<file path="config.mk">
export PLATFORM = sky130hd
export DESIGN_NAME = wall_edge_end_correction_core
export DESIGN_NICKNAME = d
export VERILOG_FILES = /design/src/rtl/core/weec_pkg.sv /design/src/rtl/core/wall_edge_end_correction_core.sv
export SDC_FILE = /design/constraint.sdc
export NUM_CORES = 1
export LEC_CHECK = 0
export BUFFER_PORTS_ARGS = -buffer_cell sky130_fd_sc_hd__buf_2
export CORE_MARGIN = 2
export CORE_UTILIZATION = 50
export DETAILED_ROUTE_END_ITERATION = 6
export PLACE_DENSITY = 0.68
export SLEW_MARGIN = 10
export SYNTH_ARGS = -nofsm -noshare
export SYNTH_HDL_FRONTEND = slang
export SYNTH_SLANG_ARGS = --single-unit
</file>
<file path="constraint.sdc">
create_clock -name clk -period 5.4 [get_ports clk]
set_clock_uncertainty 0.1 [all_clocks]
set_input_delay 1.62 -clock clk [delete_from_list [all_inputs] [get_ports clk]]
set_output_delay 1.62 -clock clk [all_outputs]
set_load 0.005 [all_outputs]
</file>
<file path="src/rtl/core/weec_pkg.sv">
// weec_pkg: shared types, constants and register indexes of the
// wall edge end correction core
// depends on nothing
package weec_pkg;

  // fixed window and offset constants, mm, and the filter start value
  localparam int unsigned FRONT_WINDOW_MM = 80;
  localparam int unsigned EDGE_LOW_MM     = 5;
  localparam int unsigned EDGE_HIGH_MM    = 130;
  localparam int unsigned STOP_EXTRA_MM   = 90;
  localparam int unsigned FILTER_INIT     = 10;

  // field widths
  localparam int unsigned DIST_W   = 16;
  localparam int unsigned SENSE_W  = 8;
  localparam int unsigned FILT_W   = 8;
  localparam int unsigned DIFF_W   = FILT_W + 1;
  localparam int unsigned REG_W    = 8;
  localparam int unsigned CFG_IDX_W = 3;
  localparam int unsigned IN_DATA_W  = 72;
  localparam int unsigned OUT_DATA_W = 24;

  // restoring divider: one quotient bit a cycle
  localparam int unsigned DIV_STEPS = FILT_W;
  localparam int unsigned DIV_CNT_W = $clog2(DIV_STEPS);

  // register reset values
  localparam logic [REG_W-1:0] LONG_DIV_RST     = 8'd8;
  localparam logic [REG_W-1:0] SHORT_DIV_RST    = 8'd2;
  localparam logic [REG_W-1:0] FRONT_THR_RST    = 8'd100;
  localparam logic [REG_W-1:0] FRONT_REM_RST    = 8'd40;
  localparam logic [REG_W-1:0] CORNER_REM_RST   = 8'd50;
  localparam logic [REG_W-1:0] FILT_RESET_RST   = 8'd10;

  // register indexes
  localparam logic [CFG_IDX_W-1:0] CFG_LONG_DIV   = 3'd0;
  localparam logic [CFG_IDX_W-1:0] CFG_SHORT_DIV  = 3'd1;
  localparam logic [CFG_IDX_W-1:0] CFG_FRONT_THR  = 3'd2;
  localparam logic [CFG_IDX_W-1:0] CFG_FRONT_REM  = 3'd3;
  localparam logic [CFG_IDX_W-1:0] CFG_CORNER_REM = 3'd4;
  localparam logic [CFG_IDX_W-1:0] CFG_FILT_RESET = 3'd5;

  // trigger source codes
  localparam logic [1:0] SRC_NONE  = 2'd0;
  localparam logic [1:0] SRC_FRONT = 2'd1;
  localparam logic [1:0] SRC_RIGHT = 2'd2;
  localparam logic [1:0] SRC_LEFT  = 2'd3;

  // filter slots, also the order in which they are updated
  localparam logic [1:0] OP_RIGHT_SLOW = 2'd0;
  localparam logic [1:0] OP_LEFT_FAST  = 2'd3;

  typedef enum logic [1:0] {
    ST_IDLE,
    ST_LOAD,
    ST_DIV,
    ST_FINISH
  } state_t;

endpackage

</file>
<file path="src/rtl/core/wall_edge_end_correction_core.sv">
// wall_edge_end_correction_core: end distance correction of a forward move
// from front sensor average and side wall edge filters
// depends on weec_pkg
//
// sequence: a reset command goes from accept to ST_FINISH, then to the output
//   register; a tick passes ST_LOAD for each filter slot, ST_DIV for each enabled one
// throughput: one item at a time; each enabled filter takes a load step on the
//   shared restoring divider, then one quotient bit a cycle
// reset: synchronous, active high; registers to their reset values, filters
//   to 10, previous differences and the done flag cleared, no item pending
module wall_edge_end_correction_core
  import weec_pkg::*;
(
  input  logic                  clk,
  input  logic                  rst,
  // configuration write port
  input  logic                  cfg_wen,
  input  logic [CFG_IDX_W-1:0]  cfg_index,
  input  logic [REG_W-1:0]      cfg_wdata,
  // input items
  input  logic                  s_tvalid,
  output logic                  s_tready,
  // from bit 0: cur_is_forward, next_is_forward, next_is_stop,
  // end_distance[15:0], position[15:0], front_right_dist[7:0],
  // front_left_dist[7:0], side_right_dist[7:0], side_left_dist[7:0],
  // wall_right, wall_left, zero fill
  input  logic [IN_DATA_W-1:0]  s_tdata,
  // bit 0: cmd
  input  logic                  s_tuser,
  // result items
  output logic                  m_tvalid,
  input  logic                  m_tready,
  // from bit 0: updated, new_end_distance[15:0], trigger_source[1:0],
  // correction_done, zero fill
  output logic [OUT_DATA_W-1:0] m_tdata
);

  // configuration registers
  logic [REG_W-1:0] long_divisor;
  logic [REG_W-1:0] short_divisor;
  logic [REG_W-1:0] front_threshold;
  logic [REG_W-1:0] front_remaining;
  logic [REG_W-1:0] corner_remaining;
  logic [REG_W-1:0] filter_reset_value;

  always_ff @(posedge clk) begin
    if (rst) begin
      long_divisor       <= LONG_DIV_RST;
      short_divisor      <= SHORT_DIV_RST;
      front_threshold    <= FRONT_THR_RST;
      front_remaining    <= FRONT_REM_RST;
      corner_remaining   <= CORNER_REM_RST;
      filter_reset_value <= FILT_RESET_RST;
    end else if (cfg_wen) begin
      unique case (cfg_index)
        CFG_LONG_DIV:   long_divisor       <= cfg_wdata;
        CFG_SHORT_DIV:  short_divisor      <= cfg_wdata;
        CFG_FRONT_THR:  front_threshold    <= cfg_wdata;
        CFG_FRONT_REM:  front_remaining    <= cfg_wdata;
        CFG_CORNER_REM: corner_remaining   <= cfg_wdata;
        CFG_FILT_RESET: filter_reset_value <= cfg_wdata;
        default: ;
      endcase
    end
  end

  // captured input item
  logic              cmd_q;
  logic              cur_fwd_q;
  logic              next_fwd_q;
  logic              next_stop_q;
  logic [DIST_W-1:0] end_q;
  logic [DIST_W-1:0] pos_q;
  logic [SENSE_W-1:0] fr_q;
  logic [SENSE_W-1:0] fl_q;
  logic [SENSE_W-1:0] sr_q;
  logic [SENSE_W-1:0] sl_q;
  logic              wall_right_q;
  logic              wall_left_q;

  // block state
  logic [FILT_W-1:0]        filt [4];   // right slow, right fast, left slow, left fast
  logic signed [DIFF_W-1:0] right_prev;
  logic signed [DIFF_W-1:0] left_prev;
  logic                     done_flag;

  // sequencer
  state_t state, state_next;
  logic [1:0] op;
  logic       op_en;
  logic       in_accept;
  logic       out_load;
  logic       div_load;
  logic       div_step;
  logic       op_adv;

  // shared divider
  logic [FILT_W-1:0]    div_rem;
  logic [FILT_W-1:0]    div_quo;
  logic [FILT_W-1:0]    div_k;
  logic                 div_neg;
  logic [DIV_CNT_W-1:0] div_cnt;
  logic                 div_last;
  logic [FILT_W:0]      div_shift;
  logic                 div_ge;
  logic [FILT_W-1:0]    div_rem_next;
  logic [FILT_W-1:0]    div_quo_next;
  logic [FILT_W-1:0]    filt_new;

  // operand set-up for the filter in slot op
  logic [FILT_W-1:0]  op_f;
  logic [SENSE_W-1:0] op_d;
  logic [REG_W-1:0]   op_k_raw;
  logic [FILT_W-1:0]  op_k;
  logic               op_neg;
  logic [FILT_W-1:0]  op_mag;

  // decision logic
  logic signed [DIST_W:0]  rem;
  logic                    active;
  logic                    front_win;
  logic                    edge_win;
  logic [SENSE_W:0]        front_sum;
  logic [SENSE_W-1:0]      front_avg;
  logic                    front_hit;
  logic [DIST_W:0]         front_sum_end;
  logic [DIST_W-1:0]       front_end;
  logic [DIST_W:0]         edge_sum_end;
  logic [DIST_W-1:0]       edge_end;
  logic                    right_en;
  logic                    left_en;
  logic signed [DIFF_W-1:0] right_diff;
  logic signed [DIFF_W-1:0] left_diff;
  logic                    right_hit;
  logic                    left_hit;
  logic                    res_updated;
  logic [DIST_W-1:0]       res_end;
  logic [1:0]              res_src;
  logic                    res_done;

  // gating of a tick: done flag clear, forward move ending here
  assign rem       = $signed({1'b0, end_q}) - $signed({1'b0, pos_q});
  assign active    = !cmd_q && !done_flag && !next_fwd_q && cur_fwd_q;
  assign front_win = rem < $signed((DIST_W+1)'(FRONT_WINDOW_MM));
  assign edge_win  = (rem > $signed((DIST_W+1)'(EDGE_LOW_MM))) &&
                     (rem < $signed((DIST_W+1)'(EDGE_HIGH_MM)));

  // front average, truncated
  assign front_sum = {1'b0, fr_q} + {1'b0, fl_q};
  assign front_avg = front_sum[SENSE_W:1];
  assign front_hit = active && front_win &&
                     (front_avg < front_threshold) && (front_avg > front_remaining);

  // candidate end distances, saturated at 16 bits
  assign front_sum_end = {1'b0, pos_q} + (DIST_W+1)'(front_remaining);
  assign front_end     = front_sum_end[DIST_W] ? '1 : front_sum_end[DIST_W-1:0];
  assign edge_sum_end  = {1'b0, pos_q} + (DIST_W+1)'(corner_remaining) +
                         (next_stop_q ? (DIST_W+1)'(STOP_EXTRA_MM) : '0);
  assign edge_end      = edge_sum_end[DIST_W] ? '1 : edge_sum_end[DIST_W-1:0];

  // side edge detection on the filtered values, slow minus fast
  assign right_en   = active && edge_win && !wall_right_q;
  assign left_en    = active && edge_win && !wall_left_q;
  assign right_diff = $signed({1'b0, filt[0]}) - $signed({1'b0, filt[1]});
  assign left_diff  = $signed({1'b0, filt[2]}) - $signed({1'b0, filt[3]});
  assign right_hit  = right_en && (right_prev > 0) && (right_diff < 0);
  assign left_hit   = left_en && (left_prev > 0) && (left_diff < 0);

  // later writers win: front, then right, then left
  always_comb begin
    priority if (left_hit) begin
      res_end = edge_end;
      res_src = SRC_LEFT;
    end else if (right_hit) begin
      res_end = edge_end;
      res_src = SRC_RIGHT;
    end else if (front_hit) begin
      res_end = front_end;
      res_src = SRC_FRONT;
    end else begin
      res_end = end_q;
      res_src = SRC_NONE;
    end
  end

  assign res_updated = front_hit || right_hit || left_hit;
  assign res_done    = !cmd_q && (done_flag || res_updated);

  // operand selection: odd slots use the short divisor, upper slots the left side
  assign op_f     = filt[op];
  assign op_d     = op[1] ? sl_q : sr_q;
  assign op_k_raw = op[0] ? short_divisor : long_divisor;
  assign op_k     = (op_k_raw == '0) ? FILT_W'(1) : op_k_raw;
  assign op_neg   = op_d < op_f;
  assign op_mag   = op_neg ? (op_f - op_d) : (op_d - op_f);
  assign op_en    = op[1] ? left_en : right_en;

  // one restoring division step on the magnitude
  assign div_shift    = {div_rem, div_quo[FILT_W-1]};
  assign div_ge       = div_shift >= {1'b0, div_k};
  assign div_rem_next = div_ge ? FILT_W'(div_shift - {1'b0, div_k}) : div_shift[FILT_W-1:0];
  assign div_quo_next = {div_quo[FILT_W-2:0], div_ge};
  assign div_last     = div_cnt == DIV_CNT_W'(DIV_STEPS - 1);
  // quotient truncates toward zero, so the sign goes on after the magnitude
  assign filt_new     = div_neg ? (op_f - div_quo_next) : (op_f + div_quo_next);

  // next state
  always_comb begin
    state_next = state;
    unique case (state)
      ST_IDLE: begin
        if (s_tvalid) state_next = s_tuser ? ST_FINISH : ST_LOAD;
      end
      ST_LOAD: begin
        if (op_en) state_next = ST_DIV;
        else if (op == OP_LEFT_FAST) state_next = ST_FINISH;
      end
      ST_DIV: begin
        if (div_last) state_next = (op == OP_LEFT_FAST) ? ST_FINISH : ST_LOAD;
      end
      ST_FINISH: begin
        if (!m_tvalid || m_tready) state_next = ST_IDLE;
      end
      default: state_next = ST_IDLE;
    endcase
  end

  // sequencer outputs
  always_comb begin
    s_tready = 1'b0;
    out_load = 1'b0;
    div_load = 1'b0;
    div_step = 1'b0;
    op_adv   = 1'b0;
    unique case (state)
      ST_IDLE:   s_tready = 1'b1;
      ST_LOAD: begin
        div_load = op_en;
        op_adv   = !op_en;
      end
      ST_DIV: begin
        div_step = 1'b1;
        op_adv   = div_last;
      end
      ST_FINISH: out_load = !m_tvalid || m_tready;
      default: ;
    endcase
  end

  assign in_accept = s_tvalid && s_tready;

  always_ff @(posedge clk) begin
    if (rst) state <= ST_IDLE;
    else     state <= state_next;
  end

  always_ff @(posedge clk) begin
    if (rst) begin
      op <= OP_RIGHT_SLOW;
    end else if (in_accept) begin
      op <= OP_RIGHT_SLOW;
    end else if (op_adv) begin
      op <= op + 2'd1;
    end
  end

  // input capture
  always_ff @(posedge clk) begin
    if (in_accept) begin
      cmd_q        <= s_tuser;
      cur_fwd_q    <= s_tdata[0];
      next_fwd_q   <= s_tdata[1];
      next_stop_q  <= s_tdata[2];
      end_q        <= s_tdata[18:3];
      pos_q        <= s_tdata[34:19];
      fr_q         <= s_tdata[42:35];
      fl_q         <= s_tdata[50:43];
      sr_q         <= s_tdata[58:51];
      sl_q         <= s_tdata[66:59];
      wall_right_q <= s_tdata[67];
      wall_left_q  <= s_tdata[68];
    end
  end

  // shared divider registers
  always_ff @(posedge clk) begin
    if (rst) begin
      div_cnt <= '0;
    end else if (div_load) begin
      div_cnt <= '0;
    end else if (div_step) begin
      div_cnt <= div_cnt + DIV_CNT_W'(1);
    end
  end

  always_ff @(posedge clk) begin
    if (div_load) begin
      div_rem <= '0;
      div_quo <= op_mag;
      div_k   <= op_k;
      div_neg <= op_neg;
    end else if (div_step) begin
      div_rem <= div_rem_next;
      div_quo <= div_quo_next;
    end
  end

  // filters, previous differences, done flag
  always_ff @(posedge clk) begin
    if (rst) begin
      for (int i = 0; i < 4; i++) filt[i] <= FILT_W'(FILTER_INIT);
      right_prev <= '0;
      left_prev  <= '0;
      done_flag  <= 1'b0;
    end else if (out_load) begin
      if (cmd_q) begin
        for (int i = 0; i < 4; i++) filt[i] <= filter_reset_value;
        right_prev <= '0;
        left_prev  <= '0;
      end else begin
        if (right_en) right_prev <= right_diff;
        // left side keeps the old difference across a zero
        if (left_en && (left_diff != 0)) left_prev <= left_diff;
      end
      done_flag <= res_done;
    end else if (div_step && div_last) begin
      filt[op] <= filt_new;
    end
  end

  // output register
  always_ff @(posedge clk) begin
    if (rst) begin
      m_tvalid <= 1'b0;
    end else if (out_load) begin
      m_tvalid <= 1'b1;
    end else if (m_tready) begin
      m_tvalid <= 1'b0;
    end
  end

  always_ff @(posedge clk) begin
    if (out_load) begin
      m_tdata <= {4'b0, res_done, res_src, res_end, res_updated};
    end
  end

endmodule

</file>
==> flow_metrics.py <==
metrics = {
    "outcome": {
        "status": "completed",
    },
    "synth": {
        "synthFlopType": "edfxtp_1",
        "yosysWarnings": 0,
        "synth_most_common_cell": "edfxtp_1",
        "synth_edf_count": 139,
        "yosysSeqAreaShare_pct": 43.22,
        "synth_top_cell_by_area": "edfxtp_1",
        "synth_commonest_cells": "edfxtp_1 (139), nand2_1 (122), ha_1 (115)",
        "synth.distinct_cells": 84,
        "synth.area.top_cells": "edfxtp_1 (31%), dfxtp_1 (13%), ha_1 (11%), mux2i_1 (4.2%), nand2_1 (3.4%)",
        "netlist_area_um2": 13600,
        "netlist_instances": 1336,
        "ys_async_sr_fraction_pct": 0,
        "synth_top_area_share_pct": 30.70,
        "post_synth.cell_area_avg_um2": 10.18,
        "synth_seq_cells": 224,
    },
    "sta": {
        "hold_slack_ps": 351.7,
        "finalCritPeriodShare_pct": 92.91,
        "fmax_mhz": 199.3,
        "slew_violations": 0,
        "tightestPinTransition_ps": 980.2,
        "rsz0062_at_grt": "no",
        "fin_ws_ps": 382.7,
        "hold_viol_final": 0,
        "final.setup.tns_ps": 0,
        "setup_viol": 0,
        "slew-limit-headroom_pct": 34.65,
        "min_period_ps": 5017,
    },
    "cts": {
        "h-tree-depth": 1,
        "cts_tree": "yes",
        "cts_buffers": 25,
        "postCtsSetupBuffers": 0,
        "cts.sinks": 224,
        "clk_pin_slew_worst_paths_ps": 60,
        "cts-root-buf": "clkbuf_16",
        "clock_latency_ps": 540,
        "clockBufferDepth": 3,
    },
    "floorplan": {
        "core-area_um2": 26800,
        "die_y_um": 168.9,
        "ios": 115,
        "dieWidth_um": 168.9,
        "dieArea_um2": 28530,
        "rows": 60,
        "initial_utilization_pct": 50.73,
    },
    "detailed_routing": {
        "vias_per_cell": 5.612,
        "num_vias": 10120,
        "drc": 0,
        "final_antenna_net_count": 0,
        "routedWlPerCell_um": 17.13,
        "first_pass_iters": 5,
        "drt-initial-drc-count": 639,
        "wl_mm": 30.88,
    },
    "hold_path": {
        "hold_path.class": "register to register",
        "whs_path_depth": 2,
        "hold_path_end": "long_divisor[5]",
        "hold_path_startpoint": "long_divisor[5]",
    },
    "worst_setup_path": {
        "timing.rr.start": "fr_q[0]",
        "rrSetupSlack_ps": 380,
        "cp-start-kind": "register",
        "rr_worst_depth": 19,
        "crit_fanout": 15,
        "end_kind": "register",
        "timing.rr.end": "m_tdata[10]",
        "cp.arrival_ps": 5200,
        "worst-setup-path-type": "register to register",
        "required_ps": 5580,
    },
    "flow_run": {
        "maxCapViolCount": 0,
    },
    "global_route": {
        "grt_pass1_vias": 9733,
        "grtUsageTotal_pct": 21.70,
        "overflow": 0,
        "grt_pass1_wl_mm": 49.74,
        "grt_max_degree": 72,
        "antenna_found_initial": 1,
    },
    "pwr": {
        "leakagePower_nw": 6.162,
        "powerDensity_nw_per_um2": 429.8,
        "irDropWorstVdd_v": 0.0002806,
    },
    "cells_and_area": {
        "area_delta_synth_final_pct": 12.39,
        "fillers": 2338,
        "fin_cells": 1803,
        "drive_above_1_share_pct": 14.24,
        "multi_input_area_um2": 7094,
        "fin_nets": 1660,
        "seqCellArea_um2": 5876,
    },
    "placement": {
        "gp_congestion": 0.8563,
        "io_buffers": 107,
        "place_ws_ps": 366.8,
        "hpwl_mm": 22.82,
        "dp_cells": 1756,
    },
}
[cells in the final DEF (no fill, tap or decap), types with 12 or more instances in the layout]
cell type  count
mux2i_1       57
o21a_1        13
xor2_1        18
ha_1         115
nand2b_1      23
buf_4         15
inv_1        110
nor3_1        28
edfxtp_1     139
or2_2         14
nor2_1        90
a21oi_1       86
fa_1          14
o21ai_0       55
nor4_1        12
nor2b_1       24
dfxtp_1       85
nand3_1       21
nand2_1      122
clkbuf_16     27
xnor2_1       46
a21o_1        26
buf_2        107
a211oi_1      12
o22ai_1       14
[registers in the layout, indices dropped and copies added (netlist names), 9 cells and up, named ones only]
signal and count:
left_prev 9, m_tdata 20, right_prev 9, end_q 16, pos_q 16, filt 32
[critical path: stages, from the launching register on]
cell,delay [ps]
edfxtp_1,350
and2_1,180
fa_1,400
a21oi_1,140
nor2_1,50
nor2_1,140
o21bai_1,80
a21oi_1,240
xnor2_1,200
ha_1,300
a21o_1,180
a21o_1,160
a2111oi_0,400
o211ai_1,360
a2111oi_2,420
a31oi_1,180
a211oi_2,210
buf_4,280
nor3b_1,290
nor4b_2,90
[worst max path at each step]
stage / slack, ps / from / depth (start not counted) / to
after global routing: 20 / fr_q[0] / 21 / m_tdata[10]
after global placement: 450 / fr_q[0] / 19 / m_tdata[10]
after floorplan: 720 / div_k[1] / 21 / filt[0][7]
final: 380 / fr_q[0] / 19 / m_tdata[10]
after detailed placement: 370 / fr_q[0] / 19 / m_tdata[10]
after CTS: 290 / fr_q[0] / 19 / m_tdata[10]
[per-layer routing]
metal	GRT usage, %	share of wire, %	vias to the layer above
met5	0	0	-
met4	5.585	1.9	0
met3	3.414	5.5	43
met2	37.06	48	255
met1	28.86	44	4792
li1	-	-	5029
[logic make-up after synthesis]
family / Yosys count / synth area share, %
AO/OA/AOI/OAI: 297 / 14.55
XOR/XNOR: 64 / 4.123
adder cells (fa/ha/maj): 129 / 12.64
other: 1 / 0.02758
flip-flops: 224 / 43.22
buffers and inverters: 156 / 4.749
multiplexers: 79 / 6.681
AND/OR/NAND/NOR: 386 / 14.01
[what timing repair did]
action                                  CTS  global route
gates resized for setup                   0             2
endpoints found under the setup margin    0             2
hold buffers                              0             0
[power breakdown]
part	switching [W]	internal [W]	total, W
registers	0.000172	0.00212	0.00229
clock network	0.000694	0.000999	0.00169
logic	0.00150	0.00108	0.00259
[through the flow]
stage	total power, W	area [um^2]	utilization [%]
2_1_floorplan	0.004276	13610	-
3_3_place_gp	0.004815	14450	53.92
3_5_place_dp	0.004865	14450	53.92
4_1_cts	0.006595	15270	56.98
5_1_grt	0.007038	15280	57.01
6_report	0.006568	15280	57.01
[area by class of cell]
type | instances | share of cell area [%]
Multi-Input combinational cell | 959 | 46.43
Antenna cell | 1 | 0.01638
Sequential cell | 224 | 38.45
Inverter | 110 | 2.702
Clock buffer | 40 | 4.880
Tap cell | 341 | 2.792
Timing Repair Buffer | 122 | 4.242
Clock inverter | 6 | 0.4831
Note: power is estimated with default switching activity, not from simulation.
